File: src/mpsa_pkg.sv
// Package for the multi-pattern shift-and matcher: sizes, codes and types.
package mpsa_pkg;

	localparam int WordBits    = 64;
	localparam int StateWords  = 4;
	localparam int AlphabetMax = 8;
	localparam int MaxPatterns = 64;
	localparam int Capacity    = WordBits * StateWords;
	localparam int PosW        = $clog2(Capacity);
	localparam int LenW        = $clog2(Capacity + 1);
	localparam int CntW        = $clog2(MaxPatterns + 1);
	localparam int WordW       = (StateWords > 1) ? $clog2(StateWords) : 1;
	localparam int BitW        = $clog2(WordBits);
	localparam int LetW        = $clog2(AlphabetMax);
	localparam int MaskRows    = StateWords * AlphabetMax;
	localparam int RowW        = $clog2(MaskRows);

	localparam logic [1:0] ModeLoad   = 2'd0;
	localparam logic [1:0] ModeSearch = 2'd1;
	localparam logic [1:0] ModeClear  = 2'd2;

	localparam logic [1:0] StDone    = 2'd0;
	localparam logic [1:0] StMatch   = 2'd1;
	localparam logic [1:0] StFull    = 2'd2;
	localparam logic [1:0] StNoPat   = 2'd3;

	localparam logic [1:0] RegLetters = 2'd0;
	localparam logic [1:0] RegCount   = 2'd1;
	localparam logic [1:0] RegReport  = 2'd2;

	typedef enum logic [2:0] {
		S_IDLE,
		S_LOAD,
		S_SHIFT,
		S_SCAN,
		S_EMIT
	} state_t;

	// lookup of a symbol in the configured alphabet; later duplicate wins
	typedef struct packed {
		logic            found;
		logic [LetW-1:0] letter;
	} letter_t;

endpackage

File: src/mpsa_alpha.sv
// Alphabet lookup: maps a symbol byte to its letter index.
module mpsa_alpha
	import mpsa_pkg::*;
(
	input  logic [63:0] letters,
	input  logic [3:0]  count,
	input  logic [7:0]  symbol,
	output letter_t     result
);
	logic [3:0] n;

	assign n = (count > 4'(AlphabetMax)) ? 4'(AlphabetMax) : count;

	always_comb begin
		result = '0;
		for (int i = 0; i < AlphabetMax; i++) begin
			if (4'(i) < n && letters[8*i +: 8] == symbol) begin
				result.found  = 1'b1;
				result.letter = LetW'(i);
			end
		end
	end
endmodule

File: config.mk
export PLATFORM = sky130hd
export DESIGN_NAME = mpsa_alpha
export DESIGN_NICKNAME = d
export VERILOG_FILES = /design/src/mpsa_pkg.sv /design/src/mpsa_alpha.sv
export SDC_FILE = /design/constraint.sdc
export NUM_CORES = 1
export LEC_CHECK = 0
export BUFFER_PORTS_ARGS = -buffer_cell sky130_fd_sc_hd__clkbuf_2
export CELL_PAD_IN_SITES_DETAIL_PLACEMENT = 1
export CELL_PAD_IN_SITES_GLOBAL_PLACEMENT = 2
export CORE_MARGIN = 1.5
export CORE_UTILIZATION = 18
export DETAILED_ROUTE_END_ITERATION = 8
export PLACE_DENSITY_LB_ADDON = 0.1
export SETUP_SLACK_MARGIN = 0.02
export SLEW_MARGIN = 10
export SYNTH_ARGS = -nofsm -noshare
export SYNTH_HDL_FRONTEND = slang
export SYNTH_SLANG_ARGS = --single-unit
export TNS_END_PERCENT = 20
File: constraint.sdc
create_clock -name vclk -period 1.7
set_input_delay 0.34 -clock vclk [all_inputs]
set_output_delay 0.34 -clock vclk [all_outputs]
set_load 0.005 [all_outputs]
==> flow_summary.json <==
{
  "status": "complete, but fails checks",
  "failing_checks": "setup timing",
  "floorplan.die_area_mm2": 0.00563,
  "period_needed_ns": 2.08,
  "core_area_mm2": 0.00504,
  "grt_pass1_vias": 1305,
  "grt_max_degree": 9,
  "area_growth_pct": 88.0,
  "post-cts-setup-buffer-count": 0,
  "max-vdd-ir-drop_mv": 0.130,
  "routed_wire_length_per_instance_um": 14.6,
  "worst_ep_arrival_time_ns": 1.74,
  "final_antenna_net_count": 0,
  "cts_hold_buffers": 0,
  "post_synthesis_average_cell_area_um2": 7.92,
  "vias_per_cell": 4.18,
  "initial_antenna_violation_count": 0,
  "synth.yosys.warnings": 0,
  "pwr_cell_area_mw_per_mm2": 236,
  "top_level_pins": 80,
  "syn_nets": 194,
  "post_synth_num_cell_types": 23,
  "path_max_fanout": 5,
  "synth_top_area_share_pct": 30.9,
  "seqCellArea_um2": 0,
  "most-common-layout-cells": "clkbuf_2, xnor2_1, xor2_1",
  "preCtsSetupSlack_ns": -0.544,
  "unrepaired_setup_endpoints_after_global_routing": "true",
  "final-instance-count-excl-fill": 279,
  "overflow": 0,
  "routability_congestion": 0.742,
  "num-clock-buffers": 0,
  "final_core_util_pct": 34.8,
  "critPathKind": "in -> out",
  "drt-met1-wl_um": 1570,
  "post_route_cells_drive_above_1_share_pct": 61.7,
  "timing.critical_path.to_type": "primary output",
  "vias": 1165,
  "start_util_pct": 18.5,
  "route.detailed.drc": 0,
  "setup.worst_path.start": "count[2]",
  "final-hold-violation-count": 0,
  "routed.top_layer": "met3",
  "ys_seq_area_share_pct": 0,
  "chipWidth_um": 75.1,
  "post-dp-hpwl_um": 3530,
  "place.port_buffers": 80,
  "timing.max_cap.violations": 0,
  "fin_nets": 287,
  "fin_ws_ns": -0.377,
  "worstPathRequired_ns": 1.36,
  "worst_slew_margin_rel_pct": 78.2,
  "dr.pass1.iters": 4,
  "die-height_um": 75.1,
  "power.static_leakage_uw": 0.000792,
  "fmax_mhz": 482,
  "holdWs_ns": 1.11,
  "rows": 26,
  "routed-wl-met2_um": 2320,
  "yosysTopAreaCell": "xor2_1",
  "hold_path_startpoint": "letters[58]",
  "met3_wire_length_um": 194,
  "synthesis.area_um2": 935,
  "grt_util_all_layers_pct": 14.4,
  "syn_inst": 118,
  "dr.first_iter.drc_count": 28,
  "setup_viol": 4,
  "worstSetupStartpointType": "input port",
  "maxSlewViolCount": 0,
  "finalCritPeriodShare_pct": 122,
  "dp_cells": 279,
  "hold_class": "in -> out",
  "ys_top_cells_by_area": "xor2_1, xnor2_1, buf_6",
  "sequential_cell_total": 0,
  "antenna_cells_inserted": 0,
  "most_common_library_cell_in_the_layout_ignoring_fill_and_taps": "clkbuf_2",
  "worst_slew_pin_slew_ns": 0.324,
  "global_route_wire_length_before_repair_um": 6200,
  "drt-total-wl_um": 4080
}
[what timing repair did]
item,in CTS,in global routing
pin swaps,3,5
setup endpoints to repair,4,4
resized for setup,26,24
[synth_stat cells]
| cell type | n |
|---|---|
| nand2_1 | 5 |
| buf_6 | 7 |
| a31oi_1 | 1 |
| nor2b_4 | 1 |
| nand3_1 | 3 |
| nand2_2 | 1 |
| nor3_2 | 1 |
| o21a_1 | 1 |
| a32oi_1 | 1 |
| o221ai_1 | 1 |
| or2_1 | 2 |
| buf_4 | 1 |
| nor2_1 | 3 |
| o21bai_1 | 1 |
| or4b_1 | 1 |
| a211o_1 | 1 |
| a21oi_1 | 2 |
| nor4_1 | 8 |
| xnor2_1 | 30 |
| xor2_2 | 1 |
| nor3_1 | 5 |
| xor2_1 | 33 |
| nand4_1 | 8 |
[cell families after synthesis]
family / after synthesis / synth area share, %
AOI/OAI and AO/OA: 8 / 6.16
xor gates and xnor gates: 64 / 60.8
buffers and inverters: 8 / 9.24
and+or+nand+nor: 38 / 23.8
[stage by stage]
step                instance area [µm²]  total power [µW]  TNS, ns
finish                             1760               414    -1.21
global route                       1760               456    -1.60
CTS                                1640               391    -1.18
detailed placement                 1480               352    -2.04
global placement                   1480               346    -1.97
floorplan                           966               197  -0.0912
[report_power, final]
part / total [µW] / switching [µW] / internal [µW]
Combinational: 414 / 184 / 230
Sequential: 0 / 0 / 0
Clock: 0 / 0 / 0
Total: 414 / 184 / 230
[metal layers]
metal  vias up  global-route usage, %
met5         -                      0
met2        39                   29.8
met4         0                      0
met1       550                   16.9
met3         0                   1.07
li1        576                      -
[final timing paths]
check  cells after the start  slack [ns]         to
max                        7       -0.38  result[3]
min                        5        1.11  result[0]
[worst max-delay path, stage by stage]
cell and delay, ns:
buf_2 0.13, a211o_1 0.30, nand3_2 0.07, nor4_2 0.05
o21bai_4 0.17, or4b_4 0.54, buf_6 0.13
[area by class of cell]
class                      count  area, µm²
multi-input combinational    110       1000
tap                           70       87.6
timing repair buffer          99        664
fill                         628       3290
No activity file was read; power rests on OpenSTA's default activity.
