<file path="config.mk">
export PLATFORM = sky130hd
export DESIGN_NAME = mpsa_scan
export DESIGN_NICKNAME = d
export VERILOG_FILES = /design/src/mpsa_pkg.sv /design/src/mpsa_scan.sv
export SDC_FILE = /design/constraint.sdc
export NUM_CORES = 1
export LEC_CHECK = 0
export BUFFER_PORTS_ARGS = -buffer_cell sky130_fd_sc_hd__buf_2
export CORE_MARGIN = 2
export CORE_UTILIZATION = 40
export DETAILED_ROUTE_END_ITERATION = 8
export GPL_TIMING_DRIVEN = 0
export PLACE_DENSITY = 0.9
export SYNTH_ARGS = -nofsm -noshare
export SYNTH_HDL_FRONTEND = slang
export SYNTH_SLANG_ARGS = --single-unit
</file>
<file path="constraint.sdc">
create_clock -name vclk -period 2.5
set_input_delay 0.25 -clock vclk [all_inputs]
set_output_delay 0.25 -clock vclk [all_outputs]
set_load 0.005 [all_outputs]
</file>
<file path="src/mpsa_pkg.sv">
// Package for the multi-pattern shift-and matcher: sizes, codes and types.
package mpsa_pkg;

	localparam int WordBits    = 64;
	localparam int StateWords  = 4;
	localparam int AlphabetMax = 8;
	localparam int MaxPatterns = 64;
	localparam int Capacity    = WordBits * StateWords;
	localparam int PosW        = $clog2(Capacity);
	localparam int LenW        = $clog2(Capacity + 1);
	localparam int CntW        = $clog2(MaxPatterns + 1);
	localparam int WordW       = (StateWords > 1) ? $clog2(StateWords) : 1;
	localparam int BitW        = $clog2(WordBits);
	localparam int LetW        = $clog2(AlphabetMax);
	localparam int MaskRows    = StateWords * AlphabetMax;
	localparam int RowW        = $clog2(MaskRows);

	localparam logic [1:0] ModeLoad   = 2'd0;
	localparam logic [1:0] ModeSearch = 2'd1;
	localparam logic [1:0] ModeClear  = 2'd2;

	localparam logic [1:0] StDone    = 2'd0;
	localparam logic [1:0] StMatch   = 2'd1;
	localparam logic [1:0] StFull    = 2'd2;
	localparam logic [1:0] StNoPat   = 2'd3;

	localparam logic [1:0] RegLetters = 2'd0;
	localparam logic [1:0] RegCount   = 2'd1;
	localparam logic [1:0] RegReport  = 2'd2;

	typedef enum logic [2:0] {
		S_IDLE,
		S_LOAD,
		S_SHIFT,
		S_SCAN,
		S_EMIT
	} state_t;

	// lookup of a symbol in the configured alphabet; later duplicate wins
	typedef struct packed {
		logic            found;
		logic [LetW-1:0] letter;
	} letter_t;

endpackage

</file>
<file path="src/mpsa_scan.sv">
// Match scan: lowest set bit of one state word and its clearing.
module mpsa_scan
	import mpsa_pkg::*;
(
	input  logic [WordBits-1:0] hits,
	output logic                any,
	output logic [BitW-1:0]     pos,
	output logic [WordBits-1:0] rest
);
	logic [WordBits-1:0] low;

	assign low  = hits & (~hits + WordBits'(1));
	assign any  = |hits;
	assign rest = hits & ~low;

	always_comb begin
		pos = '0;
		for (int b = 0; b < WordBits; b++) begin
			if (low[b]) pos = BitW'(b);
		end
	end
endmodule

</file>
==> summary.txt, run 1 <==
Status
  – Outcome: finished, violations left
  – Failing checks: setup timing

Yosys
  – Post-Synthesis Cell Area: 1860 um^2
  – Mapped Cells: 296
  – Post-synthesis sequential area ratio: 0%
  – Net Count, Synth: 360
  – Post-synth cell types: 58
  – Ys Warns: 0
  – Mean post-synth cell area: 6.29 um^2

Detailed routing
  – DRC Markers: 0
  – Routed Wire Length: 8030 um
  – Routed wire per std cell: 16.4 um
  – Final antenna-violating net count: 0
  – DR vias: 3058
  – Starting DRT DRC Count: 270
  – Vias per cell: 6.23
  – Pre-Repair DR Iteration Count: 7

Floorplan
  – Starting Density: 42.2%
  – Std-Cell Rows: 24
  – Core area: 4410 um^2
  – Die ar.: 5220 um^2
  – Ports: 135
  – Die width: 72.2 um
  – Die Y: 72.2 um

Final layout
  – Area grow syn2layout: 56.3%
  – Clock buffers: 0
  – Ant diodes: 0
  – Most frequent cells in the layout: buf_2 (124), nor2_1 (47), inv_1 (20), a21oi_1 (20), a21boi_0 (19)
  – FF+latch area: 0 um^2
  – Seq Cell Count: 0
  – Layout Nets: 505
  – Commonest non-fill, non-tap cell in the layout: buf_2
  – Layout cells sized above 1: 44.4%
  – Number of fill cells: 392

Place
  – Gpl congestion: 0.908
  – PortBufs: 129
  – HPWL after detailed placement: 5970 um

Timing
  – Final setup margin: -0.00893 ns
  – Max-slew violation count: 0
  – Setup Viol. Count Final: 3
  – Worst Max-Slew Pin Slew: 0.589 ns
  – Slew margin rel.: 60.4%
  – Setup_tns: -0.0182 ns
  – Fin. Hold Viols: 0
  – Minimum clock period: 2.51 ns
  – Fmax: 0.399 GHz
  – Final Cycle Share: 100%

Worst setup path
  – CP max stage cell: nor4_1
  – Critical path capture point type: output pin
  – Crit path required time: 2.25 ns
  – Arrival time worst endpoint: 2.26 ns
  – Crit Path Max Fanout: 10
  – Type of origin of the critical path: primary input
  – CP dominant cell by count: buf_2
  – CP Cell Sequence: buf_2 > nor4_1 > and3_4 > nand3_4 > buf_6 > nor3_2 > a32oi_1 > nor3b_1 > nand4b_1 > buf_2
  – CP Class: in2out
  – Worst path max stage delay: 0.51 ns

Worst hold path
  – Hold Path Stages: 3
  – Worst Hold Class: in2out

Global route
  – Initial antenna violation count: 0
  – Overflow after GRT: 0
  – Vias in the first global route: 2621
  – Gr usage total: 26.6%
  – First-pass GRT wire length: 11700 um
  – Largest net degree at the start of global routing: 11

Pwr
  – Clock share of power: 0%
  – Sw Share: 57.0%
  – NetSw: 0.195 mW
  – Power Internal: 0.147 mW
  – Leak Pwr: 1.32 nW
  – Cell Pwr Density: 117 nW/um^2
  – Overall power: 0.341 mW
  – Worst VDD drop: 70.2 uV
  – Combinational share of power: 100.0%
  – Part of the power in registers: 0%

Run
  – Max-cap violation count: 0

Clock tree
  – CTS Hold Bufs: 0
critical path: cells and delay by family:
kind                   cells  cell delay (ns)
buffers and inverters      3             0.47
AND/OR/NAND/NOR            6             1.43
AO/OA/AOI/OAI              1             0.11
final timing paths:
check / slack, ns / end / from
worst max-delay path: -0.009 / pos[2] / hits[7]
worst min-delay path: 0.79 / rest[63] / hits[63]
Yosys cell counts, types with 4 or more instances:
| master | count | area share, % |
|---|---|---|
| nor2_1 | 48 | 9.7 |
| a21oi_1 | 20 | 5.4 |
| inv_1 | 20 | 4.0 |
| a21boi_0 | 19 | 7.7 |
| nand2_1 | 17 | 3.4 |
| o21ai_0 | 15 | 4.0 |
| nor4_1 | 13 | 4.4 |
| and2_1 | 11 | 3.7 |
| nand3_1 | 11 | 3.0 |
| nor2b_1 | 10 | 3.4 |
| nor3_1 | 8 | 2.2 |
| o21a_1 | 6 | 2.4 |
| nor4_4 | 5 | 5.7 |
| o211ai_1 | 5 | 2.0 |
| o31a_1 | 5 | 2.4 |
| o31ai_1 | 5 | 2.0 |
| a31oi_1 | 4 | 1.3 |
stage by stage:
stage          instances  setup WS, ns  cell area, um^2  util (%)  hold slack [ns]
2_1_floorplan        296         0.316             1860         -            0.584
3_3_place_gp         477        -0.176             2570      58.3            0.788
3_5_place_dp         477        -0.197             2570      58.3            0.794
4_1_cts              483       0.00250             2710      61.3            0.793
5_1_grt              491       -0.0687             2910      65.9            0.813
6_report             491      -0.00893             2910      65.9            0.793
layer usage:
metal	routed length [um]	global-route usage (%)
met5	0	0
met4	163	4.61
met2	3920	46.5
met1	3340	35.8
met3	608	2.22
cell type report:
cell class,count,area [um^2],share of cell area (%)
Tap cell,52,65.1,2.24
Multi-Input combinational cell,266,1910,65.7
Buffer,8,61.3,2.11
Timing Repair Buffer,145,797,27.4
Inverter,20,75.1,2.58
what timing repair did:
item,in CTS,in global routing
endpoints found under the setup margin,6,8
pin swaps,8,15
gates resized for setup,20,34
buffers inserted,7,9
gates cloned,0,0
power by group through the flow:
stage          Clock (mW)  Sequential [mW]  Combinational [mW]
2_1_floorplan           0                0               0.131
3_3_place_gp            0                0               0.302
3_5_place_dp            0                0               0.306
4_1_cts                 0                0               0.318
5_1_grt                 0                0               0.370
6_report                0                0               0.341
logic make-up (layout without fill, tap and decap cells):
kind of cell	Yosys count	after routing	synth area share, %
other	1	1	0.201
buffers and inverters	30	173	7.19
AND/OR/NAND/NOR	158	158	52.0
AO/OA/AOI/OAI	107	107	40.7
Power figures use the tool's default switching activity.
==> run 2: changes to the inputs <==
--- a/config.mk
+++ b/config.mk
@@ -5,12 +5,13 @@
 export SDC_FILE = /design/constraint.sdc
 export NUM_CORES = 1
 export LEC_CHECK = 0
+export ABC_AREA = 1
 export BUFFER_PORTS_ARGS = -buffer_cell sky130_fd_sc_hd__buf_2
 export CORE_MARGIN = 2
 export CORE_UTILIZATION = 40
 export DETAILED_ROUTE_END_ITERATION = 8
 export GPL_TIMING_DRIVEN = 0
-export PLACE_DENSITY = 0.9
+export PLACE_DENSITY = 0.88
 export SYNTH_ARGS = -nofsm -noshare
 export SYNTH_HDL_FRONTEND = slang
 export SYNTH_SLANG_ARGS = --single-unit
==> summary.txt, run 2 <==
Status
  – Outcome: finished, violations left (unchanged)
  – Failing checks: setup timing (unchanged)

Global route
  – Met3 Use GR: 2.12% (was 2.22%)
  – Gr usage total: 26.6% (about the same)
  – M2 GR Usage: 54.8% (was 46.5%)
  – GRT Max-Usage Layer: met2 (unchanged)
  – Grt met1 use: 27.9% (was 35.8%)
  – First-pass GRT wire length: 12300 um (was 11700 um)
  – Vias in the first global route: 3105 (was 2621)
  – Largest net degree at the start of global routing: 9 (was 11)
  – Overflow after GRT: 0 (unchanged)
  – Initial antenna violation count: 0 (unchanged)

Floorplan
  – Die Y: 75.5 um (was 72.2 um)
  – Std-Cell Rows: 26 (was 24)
  – Starting Density: 40.8% (was 42.2%)
  – Core area: 5010 um^2 (was 4410 um^2)
  – Die ar.: 5690 um^2 (was 5220 um^2)
  – Die width: 75.5 um (was 72.2 um)
  – Ports: 135 (unchanged)

Yosys
  – Top cells by area, synth: nor2_1 (21%), inv_1 (19%), nand2_1 (12%) (was nor2_1 (9.7%), a21boi_0 (7.7%), nor4_4 (5.7%))
  – Post-synthesis xor/xnor area fraction: 0% (unchanged)
  – Complex-gate fraction of the synthesized area: 11.7% (was 40.7%)
  – Post-synthesis simple-gate area fraction: 67.7% (was 51.9%)
  – Count leader, synth: nor2_1 (unchanged)
  – Mean post-synth cell area: 4.72 um^2 (was 6.29 um^2)
  – Area leader, netlist: nor2_1 (unchanged)
  – Post-synthesis sequential area ratio: 0% (unchanged)
  – Commonest cells in the netlist: nor2_1 (116), inv_1 (101), nand2_1 (65) (was nor2_1 (48), a21oi_1 (20), inv_1 (20))
  – Net Count, Synth: 497 (was 360)
  – Largest family of logic cells by synthesized area: simple AND/OR/NAND/NOR gates (unchanged)
  – Mapped Cells: 433 (was 296)
  – Post-Synthesis Cell Area: 2040 um^2 (was 1860 um^2)
  – Ys Warns: 0 (unchanged)
  – Top-area cell type share of the netlist area: 21.3% (was 9.68%)
  – Post-synth cell types: 30 (was 58)
  – Post-synthesis adder-cell area fraction: 0% (unchanged)
  – Mux cell area share after synthesis: 0% (unchanged)

Timing
  – Setup Viol. Count Final: 9 (was 3)
  – Setup_tns: -2.35 ns (was -0.0182 ns)
  – Fin. Hold Viols: 0 (unchanged)
  – Max-slew violation count: 0 (unchanged)
  – Final Cycle Share: 117% (was 100%)
  – Minimum clock period: 2.92 ns (was 2.51 ns)
  – Slew margin rel.: 61.9% (was 60.4%)
  – Unrepaired setup endpoints after global routing: yes
  – Final setup margin: -0.421 ns (was -0.00893 ns)
  – Worst Max-Slew Pin Slew: 0.557 ns (was 0.589 ns)
  – Fmax: 0.342 GHz (was 0.399 GHz)

Worst setup path
  – Crit Path Max Fanout: 4 (was 10)
  – CP Cell Sequence: buf_8 > nor2_4 > nand2_2 > nor2_4 > nand2_4 > nor2_4 > inv_2 > nor2_4 > nand4_1 > a21oi_1 > nand4_1 > nor2_1 > nand4_1 > nor2_1 > nand4_1 > nor2_1 > nand4_1 > nor2_1 > nand4_1 > buf_2 (was buf_2 > nor4_1 > and3_4 > nand3_4 > buf_6 > nor3_2 > a32oi_1 > nor3b_1 > nand4b_1 > buf_2)
  – Crit path required time: 2.25 ns (about the same)
  – Arrival time worst endpoint: 2.67 ns (was 2.26 ns)
  – Worst path max stage delay: 0.19 ns (was 0.51 ns)
  – Type of origin of the critical path: primary input (unchanged)
  – CP dominant cell by count: nand4_1 (was buf_2)
  – Critical path capture point type: output pin (unchanged)
  – CP max stage cell: a21oi_1 (was nor4_1)
  – CP Class: in2out (unchanged)

Final layout
  – Layout cells sized above 1: 41.0% (was 44.4%)
  – Ant diodes: 0 (unchanged)
  – Commonest non-fill, non-tap cell in the layout: buf_2 (unchanged)
  – Clock buffers: 0 (unchanged)
  – Layout Nets: 668 (was 505)
  – Most frequent cells in the layout: buf_2 (114), nor2_1 (97), inv_1 (97), nand2_1 (52), buf_4 (39) (was buf_2 (124), nor2_1 (47), inv_1 (20), a21oi_1 (20), a21boi_0 (19))
  – FF+latch area: 0 um^2 (unchanged)
  – Seq Cell Count: 0 (unchanged)
  – Non-filler cells, final: 672 (was 491)
  – Number of fill cells: 433 (was 392)
  – Area grow syn2layout: 69.0% (was 56.3%)

Place
  – Gpl congestion: 0.982 (was 0.908)
  – HPWL after detailed placement: 6340 um (was 5970 um)
  – PortBufs: 134 (was 129)
  – Cell Count Post-Placement: 637 (was 477)

Detailed routing
  – Routed wire per std cell: 13.2 um (was 16.4 um)
  – Starting DRT DRC Count: 192 (was 270)
  – DRC Markers: 0 (unchanged)
  – Routed Wire Length: 8880 um (was 8030 um)
  – Pre-Repair DR Iteration Count: 4 (was 7)
  – Vias per cell: 5.20 (was 6.23)
  – DR vias: 3494 (was 3058)
  – Final antenna-violating net count: 0 (unchanged)

Pwr
  – Cell Pwr Density: 102 nW/um^2 (was 117 nW/um^2)
  – Leak Pwr: 1.99 nW (was 1.32 nW)
  – Worst VDD drop: 56.7 uV (was 70.2 uV)
  – Overall power: 0.353 mW (was 0.341 mW)

Run
  – Max-cap violation count: 0 (unchanged)

Worst hold path
  – Worst Hold Class: in2out (unchanged)
==> run 2: path summary, 6_finish.rpt <==
kind | start | endpoint | slack [ns] | cells past startpoint
worst max-delay path | hits[8] | pos[0] | -0.42 | 20
worst min-delay path | hits[22] | rest[22] | 0.78 | 4
==> run 2: kinds of logic (layout without fill, tap and decap cells) <==
family | count (synthesis) | count (layout)
AO/OA/AOI/OAI | 39 | 39
other | 1 | 1
buffers and inverters | 110 | 279
AND/OR/NAND/NOR | 283 | 283
==> run 2: timing repair <==
item | 4_1_cts | 5_1_grt
pin swaps | 35 | 41
setup buffers | 22 | 13
hold buffers | 0 | 0
gates resized for setup | 59 | 50
setup endpoints to repair | 26 | 24
gates cloned | 0 | 0
==> run 2: critical path, delay by kind of cell <==
family,cells,cell delay (ns)
buffers and inverters,3,0.33
AND/OR/NAND/NOR,16,1.89
AO/OA/AOI/OAI,1,0.19
==> run 2: metrics by stage <==
step | area, um^2 | setup WS (ns) | util (%) | hold slack, ns
6_report | 3450 | -0.421 | 68.9 | 0.779
5_1_grt | 3450 | -0.616 | 68.9 | 0.790
3_5_place_dp | 2810 | -0.781 | 56.0 | 0.782
2_1_floorplan | 2050 | -0.0458 | - | 0.567
4_1_cts | 3170 | -0.458 | 63.3 | 0.761
3_3_place_gp | 2810 | -0.709 | 56.0 | 0.779
==> run 2: layout make-up <==
cell class	instances	area (um^2)	area share [%]
multi-input combinational	323	1870	54.3
buffer	1	7.51	0.218
tap	70	87.6	2.54
timing repair buffer	169	1070	31.0
inverter	109	412	11.9
==> run 2: layer usage <==
metal,vias up,share of wire (%)
met4,0,2.9
met1,1565,37
met5,-,0
li1,1706,-
met3,31,7.3
met2,192,53
==> run 2: where the power goes <==
group	switching, mW	total [mW]	leakage (nW)	internal (mW)
registers	0	0	0	0
logic	0.198	0.353	1.99	0.155
clock network	0	0	0	0
total	0.198	0.353	1.99	0.155
==> run 3: changes to the inputs <==
==> constraint.sdc (replaced) <==
create_clock -name vclk -period 3.7
set_input_delay 0.37 -clock vclk [all_inputs]
set_output_delay 0.37 -clock vclk [all_outputs]
set_load 0.005 [all_outputs]
==> summary.txt, run 3 (same netlist as run 2, synthesis figures left out) <==
Status
  – Outcome: completed (was finished, violations left)

Timing
  – Unrepaired setup endpoints after global routing: yes (unchanged)
  – Min Hold Slack: 1.02 ns (was 0.779 ns)
  – Fin. Hold Viols: 0 (unchanged)
  – Max-slew violation count: 0 (unchanged)
  – Minimum clock period: 3.49 ns
  – Fmax: 0.286 GHz
  – Final Cycle Share: 94.4%
  – Worst Max-Slew Pin Slew: 0.608 ns (was 0.557 ns)
  – Setup Viol. Count Final: 0 (was 9)
  – Slew margin rel.: 59.1% (was 61.9%)

Floorplan
  – Std-Cell Rows: 26 (unchanged)
  – Ports: 135 (unchanged)
  – Starting Density: 40.8% (unchanged)
  – Core area: 5010 um^2 (unchanged)
  – Die ar.: 5690 um^2 (unchanged)
  – Die Y: 75.5 um (unchanged)
  – Die width: 75.5 um (unchanged)

Worst hold path
  – Hold Path Stages: 4 (unchanged)
  – Worst Hold Class: in2out (unchanged)
  – WHS Endpoint: rest[22] (unchanged)
  – Worst Min Path Start: hits[22] (unchanged)

Final layout
  – Layout Nets: 633 (was 668)
  – Seq Cell Count: 0 (unchanged)
  – FF+latch area: 0 um^2 (unchanged)
  – Most frequent cells in the layout: buf_2 (134), nor2_1 (115), inv_1 (101), nand2_1 (65), nand3_1 (36) (was buf_2 (114), nor2_1 (97), inv_1 (97), nand2_1 (52), buf_4 (39))
  – Layout Utilization: 56.0% (was 68.9%)
  – Area grow syn2layout: 37.5% (was 69.0%)
  – Non-filler cells, final: 637 (was 672)
  – Number of fill cells: 553 (was 433)
  – Layout cells sized above 1: 29.8% (was 41.0%)
  – Ant diodes: 0 (unchanged)
  – Clock buffers: 0 (unchanged)
  – Commonest non-fill, non-tap cell in the layout: buf_2 (unchanged)
  – Design Area, Final: 2810 um^2 (was 3450 um^2)

Detailed routing
  – Pre-Repair DR Iteration Count: 5 (was 4)
  – Final antenna-violating net count: 0 (unchanged)
  – DRC Markers: 0 (unchanged)
  – Routed Wire Length: 7220 um (was 8880 um)
  – DR vias: 3251 (was 3494)
  – Vias per cell: 5.10 (was 5.20)
  – Starting DRT DRC Count: 142 (was 192)
  – Routed wire per std cell: 11.3 um (was 13.2 um)

Place
  – Dpl cell area: 2800 um^2 (was 2810 um^2)
  – Gpl congestion: 0.929 (was 0.982)
  – Cell Count Post-Placement: 637 (unchanged)
  – HPWL after detailed placement: 6360 um (was 6340 um)
  – PortBufs: 134 (unchanged)

Worst setup path
  – Critical path capture point type: output pin (unchanged)
  – Crit path required time: 3.33 ns (was 2.25 ns)
  – Arrival time worst endpoint: 3.12 ns (was 2.67 ns)
  – CP Class: in2out (unchanged)
  – Type of origin of the critical path: primary input (unchanged)
  – Crit Path Max Fanout: 9 (was 4)

Global route
  – Vias in the first global route: 2779 (was 3105)
  – Largest net degree at the start of global routing: 10 (was 9)
  – Gr usage total: 22.7% (was 26.6%)
  – First-pass GRT wire length: 10800 um (was 12300 um)
  – Initial antenna violation count: 0 (unchanged)
  – Overflow after GRT: 0 (unchanged)

Pwr
  – Worst VDD drop: 26.3 uV (was 56.7 uV)
  – Leak Pwr: 1.71 nW (was 1.99 nW)
  – Cell Pwr Density: 67.7 nW/um^2 (was 102 nW/um^2)
  – Overall power: 0.190 mW (was 0.353 mW)

Clock tree
  – CTS Hold Bufs: 0 (unchanged)
  – Post-CTS Setup Inserts: 0 (was 22)

Run
  – Max-cap violation count: 0 (unchanged)
==> run 3: changes by cell type in the layout (fill, tap and decap cells not counted), sizes merged <==
cell / before / now
buf: 170 / 135
==> run 3: timing repair <==
item | CTS | global route
hold endpoints to repair | 0 | 0
gates resized for setup | 0 | 2
setup endpoints to repair | 0 | 1
==> run 3: worst max-delay path by stage <==
stage                   to  slack, ns  cells after the start  startpoint
global route        pos[3]      -0.01                     19     hits[1]
floorplan           pos[5]       0.90                     23     hits[1]
detailed placement  pos[0]       0.15                     20     hits[1]
global placement    pos[0]       0.22                     20     hits[1]
CTS                 pos[0]       0.14                     20     hits[1]
finish              pos[5]       0.21                     21     hits[1]
==> run 3: final cells by class <==
type,count,area [um^2],share of cell area (%)
inverters,109,409,14.6
repair buffers,134,671,23.9
multi-input cells,323,1630,58.2
plain buffers,1,7.51,0.267
well taps,70,87.6,3.12
==> run 3: worst max-delay path, stage by stage <==
cell     delay, ns
buf_2         0.14
nor2_4        0.20
nand2_4       0.10
nor2_8        0.17
nand2_4       0.10
nor2_1        0.16
inv_2         0.09
nor4_2        0.17
inv_2         0.10
nor2_2        0.21
nand2_1       0.15
inv_1         0.12
nand2_1       0.10
nor2_1        0.30
nand3_1       0.11
nand2_1       0.11
nor2_1        0.06
nand2_1       0.06
nor2_1        0.06
nand3_1       0.10
buf_2         0.12
==> run 3: layer usage <==
layer	track usage, %	wire length, um	vias up
li1	-	-	1634
met4	2.73	75	0
met2	47.1	3680	156
met5	0	0	-
met3	1.72	584	10
met1	25.2	2880	1451
==> run 3: per-stage QoR <==
stage | setup slack, ns | setup TNS [ns]
floorplan | 0.898 | 0
global placement | 0.218 | 0
detailed placement | 0.147 | 0
CTS | 0.139 | 0
global route | -0.0140 | -0.0182
finish | 0.209 | 0
==> run 3: where the power goes <==
part	switching (mW)	internal, mW	leakage (nW)
Sequential	0	0	0
Combinational	0.111	0.0791	1.71
Clock	0	0	0
